$ cat src/sv/tstm_pkg.sv
// Shared constants, types and widths for the temperature trimmed-mean filter.
package tstm_pkg;

  // Window length and field widths
  localparam int WINDOW   = 10;
  localparam int SAMPLE_W = 12;
  localparam int MEAN_W   = 12;
  localparam int TEMP_W   = 18;
  localparam int SUM_W    = $clog2(WINDOW * 4095 + 1);
  localparam int CNT_W    = $clog2(WINDOW);

  // Stream data widths, padded to whole bytes
  localparam int S_DATA_W = ((SAMPLE_W + 7) / 8) * 8;
  localparam int M_DATA_W = ((TEMP_W + MEAN_W + 7) / 8) * 8;

  localparam logic [SAMPLE_W-1:0] SAMPLE_MAX = {SAMPLE_W{1'b1}};

  // Divide by WINDOW-2 as multiply by ceil(2^k / d), exact for sum < 2^SUM_W
  localparam int DIV_D     = WINDOW - 2;
  localparam int DIV_SHIFT = SUM_W + $clog2(DIV_D);
  localparam int DIV_MW    = SUM_W + 2;
  localparam longint unsigned DIV_MULT_L =
      ((64'd1 << DIV_SHIFT) + 64'(DIV_D) - 64'd1) / 64'(DIV_D);
  localparam logic [DIV_MW-1:0] DIV_MULT = DIV_MW'(DIV_MULT_L);

  // Temperature: (NUM_OFFSET - NUM_SLOPE*m) / DENOM, rounded half away from zero
  localparam int NUM_W      = 26;
  localparam int MAG_W      = 25;
  localparam int SLOPE_W    = 14;
  localparam logic signed [NUM_W-1:0] NUM_OFFSET = 26'sd15654400;
  localparam logic [SLOPE_W-1:0]      NUM_SLOPE  = 14'd8250;
  localparam int DENOM      = 174;
  localparam logic [MAG_W-1:0] ROUND_BIAS = MAG_W'(DENOM / 2);

  // Divide by DENOM as multiply by reciprocal, exact for magnitude < 2^MAG_W
  localparam int T_SHIFT = MAG_W + 8;
  localparam int T_MW    = 26;
  localparam int Q_W     = 17;
  localparam longint unsigned T_MULT_L =
      ((64'd1 << T_SHIFT) + 64'(DENOM) - 64'd1) / 64'(DENOM);
  localparam logic [T_MW-1:0] T_MULT = T_MW'(T_MULT_L);

  // Completed window handed from front to queue
  typedef struct packed {
    logic             vld;
    logic [SUM_W-1:0] trim_sum;
  } win_t;

endpackage

$ cat src/sv/temp_sensor_trimmed_mean_top.sv
// Top level of the temperature-sensor trimmed-mean filter.
//
// Channel   Dir  Fields (tdata, lowest bit up)
// s_axis    in   adc_sample[11:0], zero pad to 16 bits
// m_axis    out  temperature_q8[17:0] (signed), trimmed_mean[29:18], zero pad to 32
//
// One sample is accepted per cycle while the queue has room; every WINDOW-th
// sample closes a window. A result passes through the queue, then the divide
// multiply, slope multiply, round, reciprocal multiply and output register.
// Reset returns the window to empty and drops any queued or pending result.
// The two-entry queue lets samples continue while a result waits on m_axis;
// s_axis stalls only when the queue holds two finished windows.
module temp_sensor_trimmed_mean_top (
  input  logic                            clk_i,
  input  logic                            rst_ni,
  input  logic                            s_axis_tvalid,
  output logic                            s_axis_tready,
  input  logic [tstm_pkg::S_DATA_W-1:0]   s_axis_tdata,   // adc_sample
  output logic                            m_axis_tvalid,
  input  logic                            m_axis_tready,
  output logic [tstm_pkg::M_DATA_W-1:0]   m_axis_tdata    // temperature_q8, trimmed_mean
);
  import tstm_pkg::*;

  win_t                     push;
  logic                     full, q_valid, q_pop;
  logic [SUM_W-1:0]         q_data;
  logic signed [TEMP_W-1:0] temp;
  logic [MEAN_W-1:0]        mean;

  tstm_front u_front (
    .clk_i       (clk_i),
    .rst_ni      (rst_ni),
    .in_valid_i  (s_axis_tvalid),
    .in_sample_i (s_axis_tdata[SAMPLE_W-1:0]),
    .in_ready_o  (s_axis_tready),
    .full_i      (full),
    .push_o      (push)
  );

  tstm_queue u_queue (
    .clk_i   (clk_i),
    .rst_ni  (rst_ni),
    .push_i  (push),
    .full_o  (full),
    .pop_i   (q_pop),
    .valid_o (q_valid),
    .data_o  (q_data)
  );

  tstm_back u_back (
    .clk_i       (clk_i),
    .rst_ni      (rst_ni),
    .q_valid_i   (q_valid),
    .q_data_i    (q_data),
    .q_pop_o     (q_pop),
    .out_valid_o (m_axis_tvalid),
    .out_ready_i (m_axis_tready),
    .out_temp_o  (temp),
    .out_mean_o  (mean)
  );

  // Pack result fields
  assign m_axis_tdata = M_DATA_W'({mean, temp});

endmodule

$ cat src/sv/tstm_front.sv
// Front end: accepts samples, tracks sum, min, max and count of the window.
module tstm_front (
  input  logic                            clk_i,
  input  logic                            rst_ni,
  input  logic                            in_valid_i,
  input  logic [tstm_pkg::SAMPLE_W-1:0]   in_sample_i,
  output logic                            in_ready_o,
  input  logic                            full_i,
  output tstm_pkg::win_t                  push_o
);
  import tstm_pkg::*;

  logic [CNT_W-1:0]    cnt_q, cnt_d;
  logic [SUM_W-1:0]    sum_q, sum_d, sum_new;
  logic [SAMPLE_W-1:0] min_q, min_d, min_new;
  logic [SAMPLE_W-1:0] max_q, max_d, max_new;
  logic                accept, last;

  assign in_ready_o = !full_i;
  assign accept     = in_valid_i && in_ready_o;
  assign last       = (cnt_q == CNT_W'(WINDOW - 1));

  // Window statistics including the incoming sample
  assign sum_new = sum_q + SUM_W'(in_sample_i);
  assign min_new = (in_sample_i < min_q) ? in_sample_i : min_q;
  assign max_new = (in_sample_i > max_q) ? in_sample_i : max_q;

  always_comb begin
    cnt_d = cnt_q;
    sum_d = sum_q;
    min_d = min_q;
    max_d = max_q;
    push_o.vld      = 1'b0;
    push_o.trim_sum = sum_new - SUM_W'(min_new) - SUM_W'(max_new);
    if (accept) begin
      if (last) begin
        push_o.vld = 1'b1;
        cnt_d = '0;
        sum_d = '0;
        min_d = SAMPLE_MAX;
        max_d = '0;
      end else begin
        cnt_d = cnt_q + CNT_W'(1);
        sum_d = sum_new;
        min_d = min_new;
        max_d = max_new;
      end
    end
  end

  always_ff @(posedge clk_i or negedge rst_ni) begin
    if (!rst_ni) begin
      cnt_q <= '0;
      sum_q <= '0;
      min_q <= SAMPLE_MAX;
      max_q <= '0;
    end else begin
      cnt_q <= cnt_d;
      sum_q <= sum_d;
      min_q <= min_d;
      max_q <= max_d;
    end
  end

endmodule

$ cat src/sv/tstm_queue.sv
// Two-entry queue of completed window sums between front and back.
module tstm_queue (
  input  logic                        clk_i,
  input  logic                        rst_ni,
  input  tstm_pkg::win_t              push_i,
  output logic                        full_o,
  input  logic                        pop_i,
  output logic                        valid_o,
  output logic [tstm_pkg::SUM_W-1:0]  data_o
);
  import tstm_pkg::*;

  logic [SUM_W-1:0] mem_q [2];
  logic             wr_ptr_q, rd_ptr_q;
  logic [1:0]       cnt_q;
  logic             do_push, do_pop;

  assign full_o  = (cnt_q == 2'd2);
  assign valid_o = (cnt_q != 2'd0);
  assign data_o  = mem_q[rd_ptr_q];
  assign do_push = push_i.vld && !full_o;
  assign do_pop  = pop_i && valid_o;

  // Storage
  always_ff @(posedge clk_i) begin
    if (do_push) begin
      mem_q[wr_ptr_q] <= push_i.trim_sum;
    end
  end

  // Pointers and fill level
  always_ff @(posedge clk_i or negedge rst_ni) begin
    if (!rst_ni) begin
      wr_ptr_q <= 1'b0;
      rd_ptr_q <= 1'b0;
      cnt_q    <= 2'd0;
    end else begin
      if (do_push) wr_ptr_q <= !wr_ptr_q;
      if (do_pop)  rd_ptr_q <= !rd_ptr_q;
      case ({do_push, do_pop})
        2'b10:   cnt_q <= cnt_q + 2'd1;
        2'b01:   cnt_q <= cnt_q - 2'd1;
        default: cnt_q <= cnt_q;
      endcase
    end
  end

endmodule

$ cat src/sv/tstm_back.sv
// Back end: divides the trimmed sum and converts the mean to Q8 degrees.
module tstm_back (
  input  logic                              clk_i,
  input  logic                              rst_ni,
  input  logic                              q_valid_i,
  input  logic [tstm_pkg::SUM_W-1:0]        q_data_i,
  output logic                              q_pop_o,
  output logic                              out_valid_o,
  input  logic                              out_ready_i,
  output logic signed [tstm_pkg::TEMP_W-1:0] out_temp_o,
  output logic [tstm_pkg::MEAN_W-1:0]       out_mean_o
);
  import tstm_pkg::*;

  logic                       adv;
  logic                       v1_q, v2_q, v3_q, v4_q, v5_q;
  logic [SUM_W+DIV_MW-1:0]    p1_q;
  logic [MEAN_W-1:0]          mean_c, m2_q, m3_q, m4_q, m5_q;
  logic [NUM_W-1:0]           p2_q;
  logic signed [NUM_W-1:0]    num_c;
  logic [NUM_W-1:0]           abs_c;
  logic                       neg3_q, neg4_q;
  logic [MAG_W-1:0]           mag3_q;
  logic [MAG_W+T_MW-1:0]      p4_q;
  logic [TEMP_W-1:0]          q_c;
  logic signed [TEMP_W-1:0]   temp5_q;

  // Whole pipeline moves while the output register is free or being drained
  assign adv     = !v5_q || out_ready_i;
  assign q_pop_o = adv && q_valid_i;

  assign mean_c = p1_q[DIV_SHIFT +: MEAN_W];
  assign num_c  = NUM_OFFSET - $signed(p2_q);
  assign abs_c  = num_c[NUM_W-1] ? NUM_W'(-num_c) : NUM_W'(num_c);
  assign q_c    = {1'b0, p4_q[T_SHIFT +: Q_W]};

  // Payload stages
  always_ff @(posedge clk_i) begin
    if (adv) begin
      p1_q    <= (SUM_W+DIV_MW)'(q_data_i) * (SUM_W+DIV_MW)'(DIV_MULT);
      m2_q    <= mean_c;
      p2_q    <= NUM_W'(mean_c) * NUM_W'(NUM_SLOPE);
      m3_q    <= m2_q;
      neg3_q  <= num_c[NUM_W-1];
      mag3_q  <= abs_c[MAG_W-1:0] + ROUND_BIAS;
      m4_q    <= m3_q;
      neg4_q  <= neg3_q;
      p4_q    <= (MAG_W+T_MW)'(mag3_q) * (MAG_W+T_MW)'(T_MULT);
      m5_q    <= m4_q;
      temp5_q <= neg4_q ? $signed(-q_c) : $signed(q_c);
    end
  end

  // Stage valid bits
  always_ff @(posedge clk_i or negedge rst_ni) begin
    if (!rst_ni) begin
      v1_q <= 1'b0;
      v2_q <= 1'b0;
      v3_q <= 1'b0;
      v4_q <= 1'b0;
      v5_q <= 1'b0;
    end else if (adv) begin
      v1_q <= q_valid_i;
      v2_q <= v1_q;
      v3_q <= v2_q;
      v4_q <= v3_q;
      v5_q <= v4_q;
    end
  end

  assign out_valid_o = v5_q;
  assign out_temp_o  = temp5_q;
  assign out_mean_o  = m5_q;

endmodule

$ cat config.mk
export PLATFORM = sky130hd
export DESIGN_NAME = temp_sensor_trimmed_mean_top
export DESIGN_NICKNAME = d
export VERILOG_FILES = /design/src/sv/tstm_pkg.sv /design/src/sv/temp_sensor_trimmed_mean_top.sv /design/src/sv/tstm_front.sv /design/src/sv/tstm_queue.sv /design/src/sv/tstm_back.sv
export SDC_FILE = /design/constraint.sdc
export NUM_CORES = 1
export LEC_CHECK = 0
export BUFFER_PORTS_ARGS = -buffer_cell sky130_fd_sc_hd__buf_2
export CORE_ASPECT_RATIO = 0.9
export CORE_UTILIZATION = 30
export DETAILED_ROUTE_END_ITERATION = 10
export PLACE_DENSITY = 0.51
export SLEW_MARGIN = 20
export SYNTH_ARGS = -nofsm -noshare
export SYNTH_HDL_FRONTEND = slang
export SYNTH_SLANG_ARGS = --single-unit
export TNS_END_PERCENT = 100
$ cat constraint.sdc
create_clock -name clk_i -period 16 [get_ports clk_i]
set_input_delay 0 -clock clk_i [delete_from_list [all_inputs] [get_ports clk_i]]
set_output_delay 0 -clock clk_i [all_outputs]
set_load 0.01 [all_outputs]
==> metrics.cfg, run 1 <==
[finish]
final_nets = 2839
fill_cells = 7731
multiInputGateArea_um2 = 14820
area_delta_synth_final_pct = 10.31
n_antenna_cell = 0
seq_area_um2 = 6361
drive_gt1_share_pct = 7.220
post-route-cell-area_um2 = 25480

[global_routing]
grt_antenna_before_repair = 0
grt_use_total_pct = 12.64
grt_pass1_vias = 15510
grt_overflow = 0
grt_pass1_wl_mm = 79.86
grt_max_degree = 61

[cts]
path_clk_slew_ns = 0.07
post-cts-setup-buffer-count = 0
htreeDepth = 1
root_buffer = clkbuf_16
clk_latency_ns = 0.57
numCtsBuffers = 24
cts_tree = yes
clockBufferDepth = 3
cts_sinks = 220

[timing]
fmax_ghz = 0.1367
fin_skew_ns = 0.03645
finalCritPeriodShare_pct = 45.71
fin_ws_ns = 8.687
setup_viol = 0
slew_viol_final = 0
worst_slew_pin_slew_ns = 1.205
grt_setup_unrepaired = false
max_slew_margin_pct = 18.40
tns_ns = 0
hold_viol_final = 0
fin_crit_ns = 7.313

[floorplan]
die_y_um = 265.2
dieArea_um2 = 78100
initial_core_util_pct = 30.33
rows = 96
io_pins = 54
core_area_um2 = 76150
die_x_um = 294.5

[synth]
syn_avg_cell_area_um2 = 10.80
synth_xor_area_share_pct = 5.233
synthDistinctLibCells = 91
synthAdderAreaFrac_pct = 41.05
yosys-top-cells-area = edfxtp_1 (22%), ha_1 (21%), fa_1 (20%)
synth_top_family_by_area = adder cells
muxShareOfSynthArea_pct = 1.864
synth.ff_latch_count = 220
syn_inst = 2139
async_flop_share_pct = 23.64
synth-main-ff-cell = edfxtp_1
synth_compound_area_share_pct = 8.316
synth_edf_count = 168
ys_seq_area_share_pct = 27.54
synth-simple-area-share_pct = 7.617
yosys.area.top_type_share_pct = 21.84
synthesis.area_um2 = 23100
yosysWarnings = 0
yosysTopAreaCell = edfxtp_1

[status]
status = finished clean

[place]
dpl-instance-area_um2 = 24520
hpwl_mm = 38.24
portBuffers = 47
dpl_worst_slack_ns = 8.666
gp_congestion = 0.8456

[run]
max-cap-violations = 0

[setup_path]
critPathMaxFanout = 9
cp.arrival_ns = 7.59
critical_path_class = flop to flop
startpoint_type = flop
cp-end-kind = flop
worstPathRequired_ns = 16.28

[detailed_routing]
route.detailed.drc = 0
finalWirelength_mm = 47.72
drt_iter0_drc = 545
first_pass_iters = 4
antenna_left = 0
vias_per_cell = 4.504
vias = 14620
wl_per_cell_um = 14.70

[worst_hold_path]
hp-class = input pin to asynchronous set/reset pin

[layout make-up]
type	count	area share, %
flip-flops and latches	220	24.97
well taps	1029	5.054
inverters	463	6.826
clock buffers	26	2.387
multi-input cells	1418	58.16
repair buffers	71	1.758
clock inverters	18	0.8447
[layer usage]
layer  wire, µm  up-vias  share of wire, %  GRT usage (%)
li1           -     7265                 -              -
met4        916        0               1.9          2.829
met1      22280     7109                47          16.61
met5          0        -                 0              0
met2      23110      185                48          22.04
met3       1413       56               3.0          1.571
[final timing paths]
kind | startpoint | to | slack [ns] | cells past startpoint
max | u_back.mag3_q[1]$_DFFE_PN_ | u_back.p4_q[43]$_DFFE_PN_ | 8.69 | 22
min | rst_ni | u_back.v3_q$_DFFE_PN0N_ | 0.1 | 3
max reg2reg | u_back.mag3_q[1]$_DFFE_PN_ | u_back.p4_q[43]$_DFFE_PN_ | 8.69 | 22
min reg2reg | u_back.m3_q[3]$_DFFE_PN_ | u_back.m4_q[3]$_DFFE_PN_ | 0.42 | 0
max in group asynchronous | rst_ni | u_front.sum_q[11]$_DFFE_PN0P_ | 15.44 | 3
min in group clk_i | m_axis_tready | u_back.out_valid_o$_DFFE_PN0N_ | 0.10 | 3
[logic make-up after synthesis]
| family | Yosys count |
|---|---|
| fa+ha+maj | 621 |
| buf+inv | 502 |
| simple gates | 339 |
| compound gates | 277 |
| flops | 220 |
| xor+xnor | 138 |
| mux | 41 |
| other cells | 1 |
[synth_stat cells (13+ instances only)]
cell and count:
xor2_1 41, nor2_1 88, nor2b_1 16, nand4_1 14, a21oi_1 48, o22a_1 13
dfrtp_1 40, nor3_1 34, a21o_1 37, edfxtp_1 168, ha_1 393, inv_1 462
fa_1 228, o21ai_0 50, mux2_2 15, a31oi_1 15, xnor2_1 97, mux2i_1 25
nand3_1 26, nand2b_1 18, nand2_1 67, clkbuf_1 22
[flip-flops by register name, indices dropped and copies added (netlist names), 2 cells and up]
register / cells
u_back.p4_q: 17
u_back.p1_q: 12
u_back.m3_q: 12
u_back.m2_q: 12
u_front.min_q: 12
u_back.out_temp_o: 18
u_front.max_q: 12
u_back.out_mean_o: 12
u_queue.mem_q: 24
u_back.mag3_q: 24
u_front.sum_q: 15
u_front.cnt_q: 4
u_queue.cnt_q: 2
u_back.p2_q: 23
u_back.m4_q: 12
[repair_timing]
item / in CTS / in global routing
hold endpoints to repair: 78 / 0
gates resized for setup: 0 / 0
hold buffers: 13 / 0
[stage by stage]
stage / std cells / utilization [%] / hold slack [ns]
after floorplan: 2140 / - / -0.2956
after global placement: 3188 / 32.20 / 0.1797
after detailed placement: 3188 / 32.20 / 0.1877
after CTS: 3245 / 33.45 / 0.09293
after global routing: 3245 / 33.45 / 0.1553
final: 3245 / 33.45 / 0.09698
[critical path, stage by stage (launching register included)]
cell and delay [ns]:
edfxtp_1 0.76, inv_1 0.21, fa_1 0.53, fa_1 0.51, inv_1 0.06, fa_1 0.52
inv_1 0.06, fa_1 0.48, inv_1 0.06, fa_1 0.54, inv_1 0.06, fa_1 0.54
inv_1 0.04, ha_1 0.29, a21oi_1 0.16, nand2_1 0.08, o311ai_1 0.97, a21oi_1 0.35
nor2_1 0.27, o21bai_1 0.12, o21a_1 0.20, nor2_1 0.11, xnor2_1 0.10
[cells in the final DEF (no fill, tap or decap), drive strengths merged, types with 6 or more instances in the layout]
master / count
a21boi: 7
mux2i: 25
nor2b: 18
or2: 8
dfrtp: 40
a21o: 37
nand2b: 18
dfstp: 12
fa: 228
edfxtp: 168
nor3: 35
buf: 58
ha: 393
o22ai: 13
nand3: 26
o211ai: 8
nor2: 91
mux2: 16
and2: 11
a31oi: 15
nand4: 14
o21ai: 55
dlygate4sd3: 13
o21a: 10
or3: 13
a22o: 11
o22a: 13
o31ai: 9
xnor2: 97
and3: 8
clkinv: 7
clkinvlp: 6
inv: 465
a21oi: 48
o21bai: 6
clkbuf: 26
xor2: 41
nor4: 7
nand2: 67
Power of run 1 is not shown: default switching activity piles up to over one toggle a cycle in this logic, so the estimate is an artifact.
==> inputs of run 2 (changes only) <==
--- a/config.mk
+++ b/config.mk
@@ -9,7 +9,7 @@
 export CORE_ASPECT_RATIO = 0.9
 export CORE_UTILIZATION = 30
 export DETAILED_ROUTE_END_ITERATION = 10
-export PLACE_DENSITY = 0.51
+export PLACE_DENSITY = 0.53
 export SLEW_MARGIN = 20
 export SYNTH_ARGS = -nofsm -noshare
 export SYNTH_HDL_FRONTEND = slang
==> constraint.sdc (replaced) <==
create_clock -name clk_i -period 6.35 [get_ports clk_i]
set_input_delay 0 -clock clk_i [delete_from_list [all_inputs] [get_ports clk_i]]
set_output_delay 0 -clock clk_i [all_outputs]
set_load 0.01 [all_outputs]
==> metrics.cfg, run 2 (synthesized netlist as in run 1, its figures left out) <==
[finish]
biggestRegsByFlops = u_back.mag3_q (24), u_queue.mem_q (24), u_back.p2_q (23)
drive_gt1_share_pct = 12.58
stdcell_count = 3343
final_common_cell = inv_1
n_antenna_cell = 0
final_nets = 2934
area_delta_synth_final_pct = 14.77
final_cell_mix = inv_1 (450), ha_1 (385), fa_1 (224), edfxtp_1 (168), buf_4 (99)
fill_cells = 7675

[timing]
fin_skew_ns = 0.01409
setup_viol = 0
grt_setup_unrepaired = true
finalCritPeriodShare_pct = 98.37
worst_slew_pin_slew_ns = 1.033
fin_crit_ns = 6.247
fmax_ghz = 0.1601
slew_viol_final = 0
hold_viol_final = 0
max_slew_margin_pct = 30.89

[cts]
path_clk_slew_ns = 0.06
clk_latency_ns = 0.58
cts_sinks = 220
htreeDepth = 1
numCtsBuffers = 27
root_buffer = clkbuf_16
cts_tree = yes
clockBufferDepth = 3

[global_routing]
grt_max_degree = 73
grt_use_total_pct = 12.83
grt_pass1_vias = 16180
met2_usage_pct = 23.43
grt_pass1_wl_mm = 80.85
grt_overflow = 0
globalRouteMet3Util_pct = 2.064
use_met1_pct = 15.71
top_usage_layer = met2
grt_antenna_before_repair = 1

[floorplan]
die_y_um = 265.2
initial_core_util_pct = 30.33
io_pins = 54
dieArea_um2 = 78100
core_area_um2 = 76150
rows = 96
die_x_um = 294.5

[status]
status = finished clean

[worst_hold_path]
hp-class = input pin to asynchronous set/reset pin

[place]
hpwl_mm = 40.64
dp_cells = 3258
gp_congestion = 0.8871
portBuffers = 47

[setup_path]
startpoint_type = flop
critPathMaxFanout = 3
path_cells = buf_6, buf_4, fa_2, inv_2, fa_1, fa_1, fa_1, inv_1, fa_1, fa_1, inv_1, fa_1, inv_1, ha_1, a21o_1, a21oi_2, o21ai_2, a221o_1, o21bai_1, a21oi_1, a21o_1, buf_4, xor2_1
crit_top_cell = fa_1
cp_slowest_cell = fa_1
cp.arrival_ns = 6.57
critical_path_class = flop to flop
cp-end-kind = flop
max_stage_delay_ns = 0.53
worstPathRequired_ns = 6.67

[detailed_routing]
vias = 15040
drt_iter0_drc = 571
first_pass_iters = 5
vias_per_cell = 4.500
antenna_left = 0
finalWirelength_mm = 49.20
route.detailed.drc = 0
wl_per_cell_um = 14.72

[run]
max-cap-violations = 0

-- run 2: cell count changes in the layout (fill, tap and decap cells not counted), moves of 4 or more --
cell / before / now
a21oi_1: 48 / 43
a21oi_2: 0 / 4
buf_4: 11 / 99
clkinvlp_4: 6 / 2
fa_1: 228 / 224
fa_2: 0 / 4
ha_1: 393 / 385
ha_4: 0 / 7
inv_1: 462 / 450
inv_2: 0 / 12
-- run 2: worst max-delay path, delay by kind of cell, from the launching register on --
kind                       cells  cell delay [ns]
xor gates and xnor gates       1             0.13
AOI/OAI and AO/OA              7             1.27
adders and majority gates      8             3.55
buffers and inverters          7             0.63
DFF                            1             0.40
-- run 2: through the flow --
| step | setup WS, ns | cell area (µm²) | hold slack [ns] | util [%] | setup TNS, ns |
|---|---|---|---|---|---|
| 3_3_place_gp | -0.1973 | 25070 | 0.1709 | 32.92 | -0.7460 |
| 6_report | 0.1033 | 26510 | 0.08837 | 34.81 | 0 |
| 5_1_grt | -0.1207 | 26510 | 0.1328 | 34.81 | -0.6353 |
| 2_1_floorplan | 0.1519 | 23100 | -0.2956 | - | 0 |
| 4_1_cts | -0.02615 | 26210 | 0.08724 | 34.41 | -0.02615 |
| 3_5_place_dp | -0.1781 | 25070 | 0.1804 | 32.92 | -1.019 |
-- run 2: metal layers --
layer	part of all wire [%]	up-vias
met5	0	-
met4	2.0	0
met3	3.4	65
met2	50	176
met1	45	7353
li1	-	7450
-- run 2: path summary, 6_finish.rpt --
path | startpoint | endpoint | slack [ns] | depth (start not counted)
max | u_back.mag3_q[4]$_DFFE_PN_ | u_back.p4_q[48]$_DFFE_PN_ | 0.10 | 23
max in group asynchronous | rst_ni | u_front.sum_q[6]$_DFFE_PN0P_ | 5.78 | 3
min in group clk_i | s_axis_tvalid | u_front.cnt_q[0]$_DFFE_PN0P_ | 0.21 | 3
max reg2reg | u_back.mag3_q[4]$_DFFE_PN_ | u_back.p4_q[48]$_DFFE_PN_ | 0.10 | 23
min reg2reg | u_back.m4_q[8]$_DFFE_PN_ | u_back.out_mean_o[8]$_DFFE_PN_ | 0.42 | 0
min | rst_ni | u_back.v4_q$_DFFE_PN0N_ | 0.09 | 3
-- run 2: what timing repair did --
| action | in CTS | in global routing |
|---|---|---|
| hold buffers | 14 | 0 |
| setup endpoints to repair | 12 | 17 |
| pin swaps | 2 | 48 |
| buffers inserted | 1 | 20 |
| resized for setup | 6 | 41 |
| endpoints found under the hold margin | 79 | 0 |
| cloned | 0 | 0 |
-- run 2: final cells by class --
type | count | area (µm²) | share of cell area (%)
clock buffers | 29 | 683.2 | 2.577
inverters | 463 | 1739 | 6.561
flip-flops and latches | 220 | 6361 | 24.00
well taps | 1029 | 1287 | 4.857
clock inverters | 21 | 295.3 | 1.114
multi-input cells | 1418 | 14970 | 56.48
repair buffers | 163 | 1170 | 4.413
Power of run 2 is left out for the same reason.
==> inputs of run 3 (changes only) <==
--- a/config.mk
+++ b/config.mk
@@ -9,6 +9,7 @@
 export CORE_ASPECT_RATIO = 0.9
 export CORE_UTILIZATION = 30
 export DETAILED_ROUTE_END_ITERATION = 10
+export HOLD_SLACK_MARGIN = 0.15
 export PLACE_DENSITY = 0.53
 export SLEW_MARGIN = 20
 export SYNTH_ARGS = -nofsm -noshare
==> metrics.cfg, run 3 (synthesized netlist as in run 1, its figures left out) <==
[status]
status = finished clean

[floorplan]
die_y_um = 265.2
die_x_um = 294.5
initial_core_util_pct = 30.33
rows = 96
core_area_um2 = 76150
io_pins = 54
dieArea_um2 = 78100

[global_routing]
grt_pass1_wl_mm = 80.87
grt_pass1_vias = 16180
grt_use_total_pct = 12.83
grt_antenna_before_repair = 1
grt_overflow = 0
grt_max_degree = 73

[finish]
final_common_cell = inv_1
final_core_util_pct = 34.82
drive_gt1_share_pct = 12.57
fill_cells = 7674
final_cell_mix = inv_1 (450), ha_1 (385), fa_1 (224), edfxtp_1 (168), buf_4 (99)
area_delta_synth_final_pct = 14.81
biggestRegsByFlops = u_back.mag3_q (24), u_queue.mem_q (24), u_back.p2_q (23)
n_antenna_cell = 0
seq_area_um2 = 6361
multiInputGateArea_um2 = 14970
final_nets = 2935

[setup_path]
r2r_slack_ns = 0.10
critical_path_class = flop to flop
critPathMaxFanout = 3
timing.rr.start = u_back.mag3_q[4]$_DFFE_PN_
rr_endpoint = u_back.p4_q[48]$_DFFE_PN_
cp.arrival_ns = 6.57
reg2reg_depth = 23
cp-end-kind = flop
worstPathRequired_ns = 6.67
startpoint_type = flop

[detailed_routing]
route.detailed.drc = 0
drt_iter0_drc = 555
wl_met1_mm = 21.90
route.met3.wl_mm = 1.766
wl_met2_mm = 24.59
antenna_left = 0
first_pass_iters = 8
vias = 15050
top_layer = met4
wl_per_cell_um = 14.73
vias_per_cell = 4.501
finalWirelength_mm = 49.26

[timing]
fin_skew_ns = 0.01425
grt_setup_unrepaired = true
fin_crit_ns = 6.247
whs_ns = 0.2273
fmax_ghz = 0.1601
setup_viol = 0
tns_ns = 0
worst_slew_pin_slew_ns = 1.025
finalCritPeriodShare_pct = 98.37
hold_viol_final = 0
slew_viol_final = 0
max_slew_margin_pct = 31.39

[cts]
cts_sinks = 220
htreeDepth = 1
cts_tree = yes
clk_latency_ns = 0.58
path_clk_slew_ns = 0.06
numCtsBuffers = 27
root_buffer = clkbuf_16
clockBufferDepth = 3

[place]
gp_congestion = 0.8871
hpwl_mm = 40.64
portBuffers = 47

[worst_hold_path]
whs_endpoint = u_front.cnt_q[0]$_DFFE_PN0P_
hp-start = s_axis_tvalid
hp-class = input pin to flop
hold_depth = 3

[run]
max-cap-violations = 0

-- run 3: area by class of cell --
cell class                      count  share of cell area (%)
Multi-Input combinational cell   1418                   56.46
Inverter                          463                   6.559
Clock buffer                       29                   2.576
Sequential cell                   220                   23.99
Clock inverter                     21                   1.114
Tap cell                         1029                   4.855
Timing Repair Buffer              164                   4.450
-- run 3: per-stage QoR --
stage                     cell area, µm²  instances  worst slack, ns
final                              26520       3344           0.1033
after global placement             25070       3258          -0.1973
after global routing               26520       3344          -0.1207
after CTS                          26220       3324         -0.02615
after detailed placement           25070       3258          -0.1781
after floorplan                    23100       2140           0.1519
-- run 3: worst max-delay path, stage by stage (launching register included) --
cell	delay, ns
edfxtp_1	0.40
buf_6	0.14
buf_4	0.13
fa_2	0.35
inv_2	0.08
fa_1	0.45
fa_1	0.50
fa_1	0.49
inv_1	0.05
fa_1	0.41
fa_1	0.51
inv_1	0.06
fa_1	0.53
inv_1	0.04
ha_1	0.31
a21o_1	0.20
a21oi_2	0.13
o21ai_2	0.09
a221o_1	0.39
o21bai_1	0.17
a21oi_1	0.10
a21o_1	0.19
buf_4	0.13
xor2_1	0.13
-- run 3: timing repair --
item                                    CTS  global route
pin swaps                                 2            48
hold buffers                             15             0
resized for setup                         6            41
buffers inserted                          1            20
endpoints found under the setup margin   12            17
hold endpoints to repair                112             0
-- run 3: metal layers --
metal / GRT usage [%] / vias to the layer above
li1: - / 7454
met1: 15.72 / 7336
met2: 23.43 / 195
met3: 2.064 / 66
met4: 2.801 / 0
met5: 0 / -
-- run 3: worst max path at each step --
stage / startpoint / endpoint / slack, ns
2_1_floorplan: u_back.mag3_q[5]$_DFFE_PN_ / u_back.p4_q[49]$_DFFE_PN_ / 0.15
3_3_place_gp: u_back.mag3_q[4]$_DFFE_PN_ / u_back.p4_q[49]$_DFFE_PN_ / -0.20
3_5_place_dp: u_back.mag3_q[4]$_DFFE_PN_ / u_back.p4_q[49]$_DFFE_PN_ / -0.18
4_1_cts: u_back.mag3_q[4]$_DFFE_PN_ / u_back.p4_q[49]$_DFFE_PN_ / -0.03
5_1_grt: u_back.mag3_q[4]$_DFFE_PN_ / u_back.p4_q[48]$_DFFE_PN_ / -0.12
6_report: u_back.mag3_q[4]$_DFFE_PN_ / u_back.p4_q[48]$_DFFE_PN_ / 0.10
Power of run 3 is left out for the same reason.
